## src/rrf_pkg.sv

```systemverilog
// ----------------------------------------------------------------------------
// rrf_pkg: shared types, constants and the sine table
// Request and result payloads, coordinate types and the status structs that
// pass between the rotated rectangle fill modules.
// ----------------------------------------------------------------------------
package rrf_pkg;

    // action codes
    localparam logic ACT_LOAD = 1'b0;
    localparam logic ACT_TICK = 1'b1;

    localparam int COORD_W = 14;
    localparam int PIX_W   = 12;
    localparam int ADDR_W  = 20;

    // signed pixel coordinate of the scan and the bounding box
    typedef logic signed [COORD_W-1:0] t_coord;

    typedef logic signed [15:0] t_q15;

    // one load or tick request
    typedef struct packed {
        logic              action;
        logic signed [15:0] center_x;
        logic signed [15:0] center_y;
        logic [11:0]       rect_width;
        logic [11:0]       rect_height;
        logic [8:0]        angle_degrees;
        logic [7:0]        red_in;
        logic [7:0]        green_in;
        logic [7:0]        blue_in;
        logic [7:0]        alpha_in;
    } t_req;

    // one visited pixel
    typedef struct packed {
        logic              write_enable;
        logic [ADDR_W-1:0] pixel_address;
        logic [7:0]        red_out;
        logic [7:0]        green_out;
        logic [7:0]        blue_out;
        logic [7:0]        alpha_out;
        logic              last_of_scan;
    } t_res;

    typedef struct packed {
        logic [7:0] red;
        logic [7:0] green;
        logic [7:0] blue;
        logic [7:0] alpha;
    } t_color;

    // rectangle held for the whole scan
    typedef struct packed {
        logic signed [15:0] cx;
        logic signed [15:0] cy;
        logic [11:0]        hw;
        logic [11:0]        hh;
        t_q15               sin;
        t_q15               cos;
        t_color             color;
    } t_rect;

    typedef struct packed {
        t_coord min_x;
        t_coord max_x;
        t_coord min_y;
        t_coord max_y;
    } t_box;

    typedef struct packed {
        logic busy;
        logic box_done;
    } t_setup_status;

    typedef struct packed {
        logic   busy;
        logic   last;
        t_coord x;
        t_coord y;
    } t_scan_pos;

    typedef enum logic [1:0] {
        LD_IDLE,
        LD_TABLE,
        LD_MULT,
        LD_BOX
    } t_load_state;

    // first quadrant of round(32768*sin(d)), saturated at one
    localparam t_q15 QUARTER_SINE [91] = '{
        16'sd0, 16'sd572, 16'sd1144, 16'sd1715, 16'sd2286, 16'sd2856, 16'sd3425,
        16'sd3993, 16'sd4560, 16'sd5126, 16'sd5690, 16'sd6252, 16'sd6813,
        16'sd7371, 16'sd7927, 16'sd8481, 16'sd9032, 16'sd9580, 16'sd10126,
        16'sd10668, 16'sd11207, 16'sd11743, 16'sd12275, 16'sd12803, 16'sd13328,
        16'sd13848, 16'sd14365, 16'sd14876, 16'sd15384, 16'sd15886, 16'sd16384,
        16'sd16877, 16'sd17364, 16'sd17847, 16'sd18324, 16'sd18795, 16'sd19261,
        16'sd19720, 16'sd20174, 16'sd20622, 16'sd21063, 16'sd21498, 16'sd21926,
        16'sd22348, 16'sd22763, 16'sd23170, 16'sd23571, 16'sd23965, 16'sd24351,
        16'sd24730, 16'sd25102, 16'sd25466, 16'sd25822, 16'sd26170, 16'sd26510,
        16'sd26842, 16'sd27166, 16'sd27482, 16'sd27789, 16'sd28088, 16'sd28378,
        16'sd28660, 16'sd28932, 16'sd29197, 16'sd29452, 16'sd29698, 16'sd29935,
        16'sd30163, 16'sd30382, 16'sd30592, 16'sd30792, 16'sd30983, 16'sd31164,
        16'sd31336, 16'sd31499, 16'sd31651, 16'sd31795, 16'sd31928, 16'sd32052,
        16'sd32166, 16'sd32270, 16'sd32365, 16'sd32449, 16'sd32524, 16'sd32588,
        16'sd32643, 16'sd32688, 16'sd32723, 16'sd32748, 16'sd32763, 16'sd32767
    };

    // sine of a whole-degree angle in 0..359, folded onto the first quadrant
    function automatic t_q15 sine_q15(input logic [8:0] deg);
        logic [8:0] idx;
        logic       neg;
        t_q15       val;
        if (deg <= 9'd90) begin
            idx = deg;
            neg = 1'b0;
        end else if (deg <= 9'd180) begin
            idx = 9'd180 - deg;
            neg = 1'b0;
        end else if (deg <= 9'd270) begin
            idx = deg - 9'd180;
            neg = 1'b1;
        end else begin
            idx = 9'd360 - deg;
            neg = 1'b1;
        end
        val = QUARTER_SINE[idx[6:0]];
        return neg ? -val : val;
    endfunction

endpackage

```

## src/rrf_scan.sv

```systemverilog
// ----------------------------------------------------------------------------
// rrf_scan: bounding box scanner
// Holds the scan position and walks the box column by column, one pixel per
// accepted tick.
// ----------------------------------------------------------------------------
module rrf_scan (
    input  logic               i_clk,
    input  logic               i_rst_n,
    input  logic               i_load,
    input  logic               i_box_done,
    input  rrf_pkg::t_box      i_box,
    input  logic               i_step,
    output rrf_pkg::t_scan_pos o_pos
);

    logic            r_busy;
    rrf_pkg::t_coord r_x, r_y, r_min_y, r_max_x, r_max_y;
    logic            last;

    assign last = (r_x >= r_max_x) && (r_y >= r_max_y);

    // scan position, column-major
    always_ff @(posedge i_clk) begin
        if (!i_rst_n) begin
            r_busy  <= 1'b0;
            r_x     <= '0;
            r_y     <= '0;
            r_min_y <= '0;
            r_max_x <= '0;
            r_max_y <= '0;
        end else if (i_box_done) begin
            r_busy  <= 1'b1;
            r_x     <= i_box.min_x;
            r_y     <= i_box.min_y;
            r_min_y <= i_box.min_y;
            r_max_x <= i_box.max_x;
            r_max_y <= i_box.max_y;
        end else if (i_load) begin
            r_busy <= 1'b0;
        end else if (i_step && r_busy) begin
            if (last) begin
                r_busy <= 1'b0;
            end else if (r_y >= r_max_y) begin
                r_y <= r_min_y;
                r_x <= r_x + rrf_pkg::t_coord'(1);
            end else begin
                r_y <= r_y + rrf_pkg::t_coord'(1);
            end
        end
    end

    assign o_pos = '{busy: r_busy, last: last, x: r_x, y: r_y};

endmodule

```

## config.mk

```make
export PLATFORM = sky130hd
export DESIGN_NAME = rrf_scan
export DESIGN_NICKNAME = d
export VERILOG_FILES = /design/src/rrf_pkg.sv /design/src/rrf_scan.sv
export SDC_FILE = /design/constraint.sdc
export NUM_CORES = 1
export LEC_CHECK = 0
export ABC_AREA = 1
export BUFFER_PORTS_ARGS = -buffer_cell sky130_fd_sc_hd__buf_4
export CORE_MARGIN = 8
export CORE_UTILIZATION = 44
export CTS_CLUSTER_SIZE = 30
export DETAILED_ROUTE_END_ITERATION = 8
export PLACE_DENSITY = 0.66
export SLEW_MARGIN = 20
export SYNTH_ARGS = -nofsm -noshare
export SYNTH_HDL_FRONTEND = slang
export SYNTH_SLANG_ARGS = --single-unit
```

## constraint.sdc

```tcl
create_clock -name i_clk -period 4 [get_ports i_clk]
set_clock_uncertainty 0.05 [all_clocks]
set_input_delay 0.2 -clock i_clk [delete_from_list [all_inputs] [get_ports i_clk]]
set_output_delay 0.2 -clock i_clk [all_outputs]
set_load 0.01 [all_outputs]
```

* Word-level counts from Yosys, hierarchy flattened *
Cells that the tools add are included.

storage, ports and cells
  output and inout port bits = 30
  bits of input ports = 61
  logic and storage cells = 35
  bits in registers = 71

cells by class
  equal/unequal tests = 2
  reductions and logical operators = 9
  mux-type cells = 14
  add/sub/neg operators = 2
  magnitude comparators = 2

operator list
  cell                                                                     count
  14-bit 2-to-1 mux                                                        10
  14-bit by 2-bit adder with 14-bit output, second input constant          2
  14-bit >= comparator                                                     2
  3-bit nonzero test                                                       2
  1-bit 2-to-1 mux                                                         4
  4-bit AND reduction                                                      1
  2-bit nonzero test                                                       2
  3-bit AND reduction                                                      1
  1-bit logical AND                                                        2
  2-bit by 1-bit inequality test with 1-bit output, second input constant  1
  2-bit inequality test, second input constant                             1
  2-bit AND reduction                                                      1

* Longest topological paths before layout *
Gate-level depths: netlist of run 1.

  depth in word-level cells = 6
  mapped depth = 19
  depth with buffers taken out = 18

* Least setup slack after synthesis of run 1 *
OpenSTA, ideal clock, no wires.

  path type = register -> register
  start = reg r_y[13]
  end = reg r_y[2]
  path buffers = 1
  required time = 3836 ps
  stages on the path, launching flop included = 17
  arrival time = 2050 ps
  setup time = 114 ps
  setup slack = 1786 ps
  period minus slack after synthesis = 2214 ps
  path through = dfxtp_1 > ha_1 > nand2_2 > inv_1 > nand2_1 > nand2_1 > a21oi_2 > nand2_1 > nand2_2 > nand3_4 > nand2_4 > nand2_4 > nand2_4 > nand2_8 > buf_6 > nor2_1 > nor2_2

between the ends
  word-level cells in the longest chain between the ends = 6
  elaborated cells on any way between the ends = 9
  those cells by class = order compare (1); eq/ne (1); mux (5); reduce/logical (2)

ends and longest elaborated chain
  element                 line                            RTL
  from (decl)             rrf_scan.sv:17                  rrf_pkg::t_coord r_x, r_y, r_min_y, r_max_x, r_max_y;
  from (signal assigned)  rrf_scan.sv:34                  r_y <= i_box.min_y;
  from (signal assigned)  rrf_scan.sv:44                  r_y <= r_min_y;
  from (signal assigned)  rrf_scan.sv:47                  r_y <= r_y + rrf_pkg::t_coord'(1);
  14-bit >= comparator *  rrf_scan.sv:20, rrf_scan.sv:43
  14-bit 2-to-1 mux       rrf_scan.sv:43                  end else if (r_y >= r_max_y) begin
  14-bit 2-to-1 mux       rrf_scan.sv:41                  if (last) begin
  14-bit 2-to-1 mux       rrf_scan.sv:40                  end else if (i_step && r_busy) begin
  14-bit 2-to-1 mux       rrf_scan.sv:38                  end else if (i_load) begin
  14-bit 2-to-1 mux       rrf_scan.sv:31                  end else if (i_box_done) begin

Mark *: on every way between the ends. The rest lies on a longest branch, timed or not. The select of a mux whose other input is x is not followed.
A chain may end at the register's enable or synchronous reset.

* Final worst setup path of run 1 *
  start = reg r_y[5]
  end = reg r_x[9]

between the ends
  word-level cells in the longest chain between the ends = 4
  elaborated cells on any way between the ends = 5
  those cells by class = order compare (1); eq/ne (1); reduce/logical (3)

ends and longest elaborated chain
  element                                 line                            RTL
  14-bit >= comparator *                  rrf_scan.sv:20, rrf_scan.sv:43
  1-bit logical AND                       rrf_scan.sv:20                  assign last = (r_x >= r_max_x) && (r_y >= r_max_y);
  2-bit inequality test (no source line)  --
  4-bit AND reduction (no source line) *  --
  to (signal assigned)                    rrf_scan.sv:33                  r_x <= i_box.min_x;
  to (signal assigned)                    rrf_scan.sv:45                  r_x <= r_x + rrf_pkg::t_coord'(1);
  to (decl)                               rrf_scan.sv:17

Mark *: on every way between the ends. The rest lies on a longest branch, timed or not.

==> results.ini, run 1 <==
[sta]
hold_viol = 0
slew_headroom = 0.522
setup_tns_ns = 0
tightest_slew_ns = 0.717
rsz0062_at_grt = no
fin_crit_sh = 0.748
maxSlewViolCount = 0
finalSetupViolCount = 0
layout_min_cycle_time_ns = 2.99
fmax_mhz = 334

[critical_path]
critPathLaunchType = flop
crit_path_max_fanout = 13
arrival_ns = 3.18
required_ns = 4.19
cp_top_family = simple AND/OR/NAND/NOR gates
critPathBufInv = 1
crit_path_top_delay_cell = dfxtp_1
end_kind = flop
path_cells = ha_1 > nand2_1 > nor2_1 > nand2_1 > nand3_1 > nand2_2 > nand2_1 > nand2_2 > nand4_1 > nand2_1 > inv_1 > nand2_1 > nand2_1 > nand2_1 > nor2_1
critical_path.most_common_cell = nand2_1
cpPeakStageDelay_ns = 0.50
path_class = flop to flop

[grt]
antenna_found_initial = 0
grt_start_max_net_pins = 76
overflow = 0
grt_pass1_vias = 3999
grt_first_pass_wirelength_mm = 19.1
grtUsageTotal = 0.180

[yosys]
syn_avg_cell_area_um2 = 6.71
yosysMostFrequentCell = nand2_1
synth_area_leaders = dfxtp_1, nand2_1, ha_1
synth_ff_type = dfxtp_1
synth_nets = 739
yosys_warnings = 0
synth-seq-area-share = 0.327
yosys.area.top_type = dfxtp_1
synth_top_area_frac = 0.327
syn_area_um2 = 4350
synth_seq_cells = 71
synth_common_cells = nand2_1, inv_1, nor2_1, dfxtp_1, a21oi_1
syn_inst = 648
yosysUniqueCellTypes = 32
synth_edf_count = 0
async_flop_share = 0

[placed_design]
io_buffer_count = 90
post_dp_cell_area_um2 = 5060
globalplace.congestion = 0.845
place_hpwl_mm = 8.60

[finish]
drive_gt1_frac = 0.168
antenna_cells_inserted = 0
multi_input_area_um2 = 2460
nets = 814
design_area_um2 = 5210
seqCellArea_um2 = 1420
fillers = 1000
syn_to_final_growth_pct = 19.8

[die]
die_x_um = 115
dieArea_um2 = 13300
ios = 91
design.core.area_um2 = 9680
start_util = 0.449
rows = 36
fp.dieH_um = 115

[flow_run]
maxCapViolCount = 0

[clocking]
cts.path.max_buffers = 2
clk_latency_ns = 0.35
hold_buffers = 0
cts_tree = done
clock_sinks = 71
cts_root_buf = clkbuf_8
htree_num_levels = 3
clkTransAtPathRegs_ns = 0.07
cts_resized = 0
cts-buffers-inserted = 9
cts_setup_buffers = 0

[power]
power.leakage_nw = 2.65
power_mw = 2.10
powerDensity_nw_per_um2 = 404
peakVddDrop_mv = 0.204

[route]
firstDrtPassIters = 5
routed_wl_mm = 11.7
num_vias = 4207
drtAntennaViolNets = 0
routedWlPerCell_um = 13.6
vias_per_cell = 4.90
drtIter0Drc = 239
drc_errors = 0

[hold_path]
holdCritPathClass = input port to flop

[status]
outcome = finished, final reports clean

## cell type report
type                       count  area share
multi-input combinational    464       0.473
timing repair buffer          91       0.131
inverter                      86      0.0620
tap                          133      0.0320
clock inverter                 2     0.00192
sequential                    71       0.273
clock buffer                  11      0.0272
## cells by family (layout without fill, tap and decap cells)
family | after synthesis | after routing | share of synthesized area
mux | 7 | 7 | 0.0161
fa+ha+maj | 30 | 30 | 0.0863
compound gates | 91 | 91 | 0.108
simple gates | 315 | 315 | 0.314
xor+xnor | 21 | 21 | 0.0423
flops | 71 | 71 | 0.327
buf+inv | 113 | 190 | 0.107
## routing by layer
metal,vias to the layer above,track usage,part of all wire
met5,-,0,0
met4,0,0.0622,0.015
met3,14,0.0326,0.062
met2,120,0.284,0.45
met1,1875,0.240,0.48
li1,2198,-,-
## power by group
| group | internal [mW] | switching [mW] |
|---|---|---|
| sequential | 0.779 | 0.0923 |
| combinational | 0.305 | 0.441 |
| clock | 0.230 | 0.257 |
| total | 1.31 | 0.791 |
## registers in the layout (all words and copies together), names as in the netlist
signal   cells
r_max_y     14
r_x         14
r_min_y     14
r_y         14
r_busy       1
r_max_x     14
## layout by cell type (no fill, tap or decap), drive strengths merged
cell    instances
nand2         175
buf            91
nor2           90
inv            86
dfxtp          71
a21oi          52
o21ai          36
ha             30
nand3          28
xor2           17
nand4          12
clkbuf         11
nor3            7
mux2i           7
xnor2           4
clkinv          2
o22ai           1
a31oi           1
nor4            1
a21boi          1
nand3b          1
or2             1
## path summary, 6_finish.rpt
kind / from / end / slack [ns] / cells after the start
worst max-delay path: r_y[5]$_SDFFE_PN0P_ / r_x[9]$_SDFFE_PN0P_ / 1.01 / 15
worst min-delay path: i_box[28] / r_max_x[0]$_SDFFE_PN0P_ / 0.04 / 3
worst max register to register: r_y[5]$_SDFFE_PN0P_ / r_x[9]$_SDFFE_PN0P_ / 1.01 / 15
worst min register to register: r_max_x[3]$_SDFFE_PN0P_ / r_max_x[3]$_SDFFE_PN0P_ / 0.41 / 2
## tightest hold or removal path, stage by stage
cell,delay [ns]
buf_4,0.08
nor2_1,0.04
nor2_1,0.08
## through the flow
stage | worst slack [ns] | cells | util | hold WS [ns]
after global placement | 1.25 | 845 | 0.522 | 0.383
after detailed placement | 1.07 | 845 | 0.522 | 0.391
final | 1.01 | 858 | 0.538 | 0.0427
after global routing | 0.718 | 858 | 0.538 | 0.0413
after CTS | 1.01 | 858 | 0.538 | 0.0313
after floorplan | 1.79 | 648 | - | 0.285
Note: power is estimated with default switching activity, not from simulation.
==> run 2: changes to the inputs <==
--- a/config.mk
+++ b/config.mk
@@ -11,7 +11,7 @@
 export CORE_UTILIZATION = 44
 export CTS_CLUSTER_SIZE = 30
 export DETAILED_ROUTE_END_ITERATION = 8
-export PLACE_DENSITY = 0.66
+export PLACE_DENSITY = 0.69
 export SLEW_MARGIN = 20
 export SYNTH_ARGS = -nofsm -noshare
 export SYNTH_HDL_FRONTEND = slang
==> constraint.sdc (replaced) <==
create_clock -name i_clk -period 2.6 [get_ports i_clk]
set_clock_uncertainty 0.05 [all_clocks]
set_input_delay 0.13 -clock i_clk [delete_from_list [all_inputs] [get_ports i_clk]]
set_output_delay 0.13 -clock i_clk [all_outputs]
set_load 0.01 [all_outputs]
==> results.ini, run 2 (same netlist as run 1, synthesis figures left out) <==
[hold_path]
hold_end = r_max_y[6]$_SDFFE_PN0P_  ; was r_max_x[0]$_SDFFE_PN0P_
holdCritPathClass = input port to flop  ; unchanged
hp-start = i_box[6]  ; was i_box[28]
hold_depth = 3  ; unchanged

[grt]
grt_start_max_net_pins = 58  ; was 76
grt_first_pass_wirelength_mm = 20.6  ; was 19.1 mm
antenna_found_initial = 0  ; unchanged
grt_pass1_vias = 4268  ; was 3,999
overflow = 0  ; unchanged
grtUsageTotal = 0.195  ; was 0.180

[critical_path]
critPathLaunchType = flop  ; unchanged
rr_startpoint = r_max_y[13]$_SDFFE_PN0P_  ; was r_y[5]$_SDFFE_PN0P_
end_kind = flop  ; unchanged
path_class = flop to flop  ; unchanged
required_ns = 2.79  ; was 4.19 ns
crit_path_max_fanout = 8  ; was 13
timing.rr.end = r_x[9]$_SDFFE_PN0P_  ; unchanged
arrival_ns = 2.68  ; was 3.18 ns
reg2reg_depth = 16  ; was 15
rrSetupSlack_ns = 0.11  ; was 1.01 ns

[route]
drtAntennaViolNets = 0  ; unchanged
firstDrtPassIters = 7  ; was 5
drc_errors = 0  ; unchanged
routedWlPerCell_um = 14.3  ; was 13.6 um
num_vias = 4402  ; was 4,207
vias_per_cell = 4.95  ; was 4.90
routed_wl_mm = 12.7  ; was 11.7 mm
drtIter0Drc = 304  ; was 239

[finish]
final_cell_mix = nand2_1, buf_4, nor2_1  ; unchanged
layout_commonest_cell = nand2_1  ; unchanged
layout.cells.non_filler = 890  ; was 858
antenna_cells_inserted = 0  ; unchanged
drive_gt1_frac = 0.210  ; was 0.168
fillers = 958  ; was 1,000
syn_to_final_growth_pct = 27.0  ; was 19.8%
nets = 844  ; was 814

[die]
design.core.area_um2 = 9680  ; unchanged
start_util = 0.449  ; unchanged
rows = 36  ; unchanged
fp.dieH_um = 115  ; unchanged
ios = 91  ; unchanged
die_x_um = 115  ; unchanged
dieArea_um2 = 13300  ; unchanged

[placed_design]
pre_cts_ws_ns = 0.0497  ; was 1.07 ns
place_hpwl_mm = 9.59  ; was 8.60 mm
dp_cells = 871  ; was 845
io_buffer_count = 90  ; unchanged
globalplace.congestion = 0.954  ; was 0.845

[sta]
tightest_slew_ns = 0.560  ; was 0.717 ns
finalSetupViolCount = 0  ; unchanged
fmax_mhz = 402  ; was 334 MHz
maxSlewViolCount = 0  ; unchanged
fin_crit_sh = 0.957  ; was 0.748
hold_viol = 0  ; unchanged
setup_tns_ns = 0  ; unchanged
layout_min_cycle_time_ns = 2.49  ; was 2.99 ns
slew_headroom = 0.627  ; was 0.522
worst_slack_ns = 0.111  ; was 1.01 ns

[power]
peakVddDrop_mv = 0.252  ; was 0.204 mV
powerDensity_nw_per_um2 = 634  ; was 404 nW/um^2
power.leakage_nw = 2.81  ; was 2.65 nW

[flow_run]
maxCapViolCount = 0  ; unchanged

[status]
outcome = finished, final reports clean  ; unchanged

[clocking]
clk_latency_ns = 0.35  ; about the same
cts-buffers-inserted = 9  ; unchanged
clkTransAtPathRegs_ns = 0.07  ; about the same
clock_sinks = 71  ; unchanged
cts_root_buf = clkbuf_8  ; unchanged
cts_setup_buffers = 0  ; unchanged
cts_tree = done  ; unchanged
htree_num_levels = 3  ; unchanged
cts.path.max_buffers = 2  ; unchanged

[run 2: cell count changes in the layout (fill, tap and decap cells not counted), sizes merged]
cell	before	now
buf	91	117
clkinvlp	0	3
dlygate4sd3	0	2
bufinv	0	1
inv	86	85
nand2	175	176
[run 2: power by group]
part / internal, mW / switching (mW) / leakage (nW) / total (mW)
sequential: 1.20 / 0.0772 / 0.589 / 1.28
combinational: 0.567 / 0.813 / 2.13 / 1.38
clock: 0.436 / 0.410 / 0.0892 / 0.846
[run 2: layout make-up]
class / count / area (um^2) / area share
multi-input combinational: 465 / 2520 / 0.457
sequential: 71 / 1420 / 0.258
timing repair buffer: 119 / 898 / 0.163
inverter: 86 / 327 / 0.0591
tap: 133 / 166 / 0.0301
clock buffer: 11 / 131 / 0.0238
clock inverter: 4 / 47.5 / 0.00861
timing repair inverter: 1 / 7.51 / 0.00136
[run 2: per-layer routing]
| layer | part of all wire | GRT usage | up-vias | wire length (um) |
|---|---|---|---|---|
| met3 | 0.062 | 0.0441 | 27 | 791 |
| li1 | - | - | 2261 | - |
| met1 | 0.46 | 0.252 | 1979 | 5910 |
| met5 | 0 | 0 | - | 0 |
| met4 | 0.024 | 0.0806 | 0 | 302 |
| met2 | 0.45 | 0.305 | 135 | 5740 |
[run 2: worst max-delay path by stage]
| stage | start | endpoint | cells past startpoint |
|---|---|---|---|
| 2_1_floorplan | r_y[13]$_SDFFE_PN0P_ | r_y[2]$_SDFFE_PN0P_ | 16 |
| 3_5_place_dp | r_y[13]$_SDFFE_PN0P_ | r_y[7]$_SDFFE_PN0P_ | 16 |
| 4_1_cts | r_y[13]$_SDFFE_PN0P_ | r_y[7]$_SDFFE_PN0P_ | 16 |
| 3_3_place_gp | r_y[13]$_SDFFE_PN0P_ | r_y[7]$_SDFFE_PN0P_ | 16 |
| 6_report | r_max_y[13]$_SDFFE_PN0P_ | r_x[9]$_SDFFE_PN0P_ | 16 |
| 5_1_grt | r_max_y[13]$_SDFFE_PN0P_ | r_x[4]$_SDFFE_PN0P_ | 16 |
[run 2: worst max-delay path, stage by stage, from the launching register on]
cell,delay [ns]
dfxtp_1,0.30
inv_1,0.07
ha_2,0.31
nand2_2,0.11
inv_1,0.05
nand2_1,0.06
nand2_1,0.06
a21oi_2,0.18
nand2_1,0.12
nand2_4,0.12
nand4_1,0.19
nand2_2,0.23
clkinvlp_4,0.19
nand2_2,0.16
nand2_1,0.06
nand2_1,0.06
nor2_1,0.05
[run 2: stage by stage]
step                      utilization  power (mW)  hold slack [ns]  instance area (um^2)
final                           0.570        3.50          0.00915                  5520
after global routing            0.570        3.75           0.0168                  5520
after CTS                       0.563        3.47         0.000256                  5450
after detailed placement        0.542        2.62            0.310                  5250
after global placement          0.542        2.58            0.302                  5250
after floorplan                     -        2.13            0.215                  4350
[run 2: timing repair]
action | 4_1_cts | 5_1_grt
gates resized for setup | 0 | 12
hold endpoints to repair | 2 | 0
hold buffers | 2 | 0
setup endpoints to repair | 0 | 28
==> run 3: changes to the inputs <==
--- a/config.mk
+++ b/config.mk
@@ -8,10 +8,10 @@
 export ABC_AREA = 1
 export BUFFER_PORTS_ARGS = -buffer_cell sky130_fd_sc_hd__buf_4
 export CORE_MARGIN = 8
-export CORE_UTILIZATION = 44
+export CORE_UTILIZATION = 50
 export CTS_CLUSTER_SIZE = 30
 export DETAILED_ROUTE_END_ITERATION = 8
-export PLACE_DENSITY = 0.69
+export PLACE_DENSITY = 0.77
 export SLEW_MARGIN = 20
 export SYNTH_ARGS = -nofsm -noshare
 export SYNTH_HDL_FRONTEND = slang
==> results.ini, run 3 (same netlist as run 1, synthesis figures left out) <==
[power]
power.leakage_nw = 2.86  ; was 2.81 nW
peakVddDrop_mv = 0.306  ; was 0.252 mV
powerDensity_nw_per_um2 = 656  ; was 634 nW/um^2
power_mw = 3.64  ; was 3.50 mW

[sta]
layout_min_cycle_time_ns = 2.47  ; was 2.49 ns
tightest_slew_ns = 0.581  ; was 0.560 ns
fmax_mhz = 405  ; was 402 MHz
fin_crit_sh = 0.949  ; was 0.957
worst_slack_ns = 0.132  ; was 0.111 ns
maxSlewViolCount = 0  ; unchanged
hold_viol = 0  ; unchanged
slew_headroom = 0.612  ; was 0.627
finalSetupViolCount = 0  ; unchanged

[status]
outcome = finished, final reports clean  ; unchanged

[route]
drtIter0Drc = 235  ; was 304
num_vias = 4360  ; was 4,402
vias_per_cell = 5.02  ; was 4.95
drtAntennaViolNets = 0  ; unchanged
firstDrtPassIters = 5  ; was 7
routed_wl_mm = 12.1  ; was 12.7 mm
routedWlPerCell_um = 13.9  ; was 14.3 um
drc_errors = 0  ; unchanged

[critical_path]
reg2reg_depth = 14  ; was 16
required_ns = 2.80  ; was 2.79 ns
path_class = flop to flop  ; unchanged
startpoint = r_max_y[13]$_SDFFE_PN0P_  ; unchanged
crit_path_max_fanout = 9  ; was 8
end_kind = flop  ; unchanged
rr_startpoint = r_max_y[13]$_SDFFE_PN0P_  ; unchanged
arrival_ns = 2.67  ; was 2.68 ns
rrSetupSlack_ns = 0.13  ; was 0.11 ns
timing.rr.end = r_x[10]$_SDFFE_PN0P_  ; was r_x[9]$_SDFFE_PN0P_
cp-endpoint = r_x[10]$_SDFFE_PN0P_  ; was r_x[9]$_SDFFE_PN0P_
critPathLaunchType = flop  ; unchanged

[clocking]
cts_tree = done  ; unchanged
cts_setup_buffers = 0  ; unchanged
clkTransAtPathRegs_ns = 0.08  ; was 0.07 ns
cts_root_buf = clkbuf_8  ; unchanged
cts-buffers-inserted = 9  ; unchanged
htree_num_levels = 3  ; unchanged
clock_sinks = 71  ; unchanged
clk_latency_ns = 0.35  ; about the same
cts.path.max_buffers = 2  ; unchanged

[die]
rows = 34  ; was 36
design.core.area_um2 = 8590  ; was 9680 um^2
die_x_um = 109  ; was 115 um
dieArea_um2 = 11900  ; was 13,300 um^2
start_util = 0.506  ; was 0.449
ios = 91  ; unchanged
fp.dieH_um = 109  ; was 115 um

[placed_design]
pre_cts_ws_ns = 0.0978  ; was 0.0497 ns
io_buffer_count = 90  ; unchanged
place_hpwl_mm = 9.21  ; was 9.59 mm
post_dp_cell_area_um2 = 5240  ; was 5250 um^2
globalplace.congestion = 0.935  ; was 0.954
dp_cells = 848  ; was 871

[finish]
syn_to_final_growth_pct = 27.5  ; was 27.0%
seqCellArea_um2 = 1420  ; unchanged
multi_input_area_um2 = 2490  ; was 2520 um^2
drive_gt1_frac = 0.208  ; was 0.210
post-route-util = 0.645  ; was 0.570
layout_commonest_cell = nand2_1  ; unchanged
antenna_cells_inserted = 0  ; unchanged
fillers = 766  ; was 958
design_area_um2 = 5550  ; was 5520 um^2
final_cell_mix = nand2_1, buf_4, inv_1, nor2_1, dfxtp_1  ; was nand2_1, buf_4, nor2_1
nets = 847  ; was 844
layout.cells.non_filler = 869  ; was 890

[hold_path]
holdCritPathClass = input port to flop  ; unchanged

[grt]
grt_first_pass_wirelength_mm = 19.9  ; was 20.6 mm
antenna_found_initial = 0  ; unchanged
grt_pass1_vias = 4294  ; was 4,268
grtUsageTotal = 0.208  ; was 0.195
overflow = 0  ; unchanged
grt_start_max_net_pins = 58  ; unchanged

[flow_run]
maxCapViolCount = 0  ; unchanged

-- run 3: changes by cell type in the layout (fill, tap and decap cells not counted), moves of 2 or more --
| cell | previous run | this run |
|---|---|---|
| buf_4 | 117 | 119 |
| clkinvlp_4 | 3 | 0 |
| clkbuf_1 | 2 | 0 |
| dlygate4sd3_1 | 2 | 5 |
| clkbuf_8 | 9 | 11 |
-- run 3: worst min-delay path by stage --
stage / start / endpoint / slack (ns) / cells past startpoint
global route: i_box[17] / r_min_y[3]$_SDFFE_PN0P_ / 0.01 / 3
CTS: i_box[17] / r_min_y[3]$_SDFFE_PN0P_ / 0.002 / 3
floorplan: i_box[0] / r_max_y[0]$_SDFFE_PN0P_ / 0.21 / 2
finish: i_box[3] / r_max_y[3]$_SDFFE_PN0P_ / 0.01 / 3
detailed placement: i_box[28] / r_max_x[0]$_SDFFE_PN0P_ / 0.33 / 3
global placement: i_box[28] / r_max_x[0]$_SDFFE_PN0P_ / 0.30 / 3
-- run 3: repair_timing --
action	4_1_cts	5_1_grt
hold endpoints to repair	5	0
gates resized for setup	0	7
hold buffers	5	0
setup endpoints to repair	0	29
-- run 3: per-layer routing --
metal / track usage / up-vias / share of wire
li1: - / 2264 / -
met1: 0.256 / 1932 / 0.44
met2: 0.340 / 140 / 0.47
met3: 0.0473 / 24 / 0.071
met4: 0.0964 / 0 / 0.021
met5: 0 / - / 0
-- run 3: area by class of cell --
cell class              instances  share of cell area
clock inverters                 5              0.0142
multi-input cells             464               0.449
well taps                     108              0.0244
flip-flops and latches         71               0.257
inverters                      86              0.0582
clock buffers                  11              0.0273
repair buffers                124               0.170
-- run 3: metrics by stage --
stage               hold WS [ns]  TNS, ns
CTS                      0.00220        0
floorplan                  0.215        0
global placement           0.303        0
finish                    0.0127        0
detailed placement         0.328        0
global route              0.0142   -0.103
-- run 3: critical path, stage by stage, from the launching register on --
cell     delay [ns]
dfxtp_1        0.31
inv_1          0.06
ha_2           0.38
nand2_2        0.09
nor2_4         0.13
nand2_2        0.07
nor2_4         0.10
nand4_2        0.24
nand4_1        0.24
nand2_1        0.14
inv_1          0.16
buf_4          0.18
nand3_1        0.09
nand2_1        0.08
nor2_1         0.05
-- run 3: report_power, final --
part           leakage, nW  switching [mW]  internal, mW  total [mW]
sequential           0.589          0.0748          1.20        1.27
clock                0.120           0.430         0.593        1.02
combinational         2.15           0.777         0.563        1.34
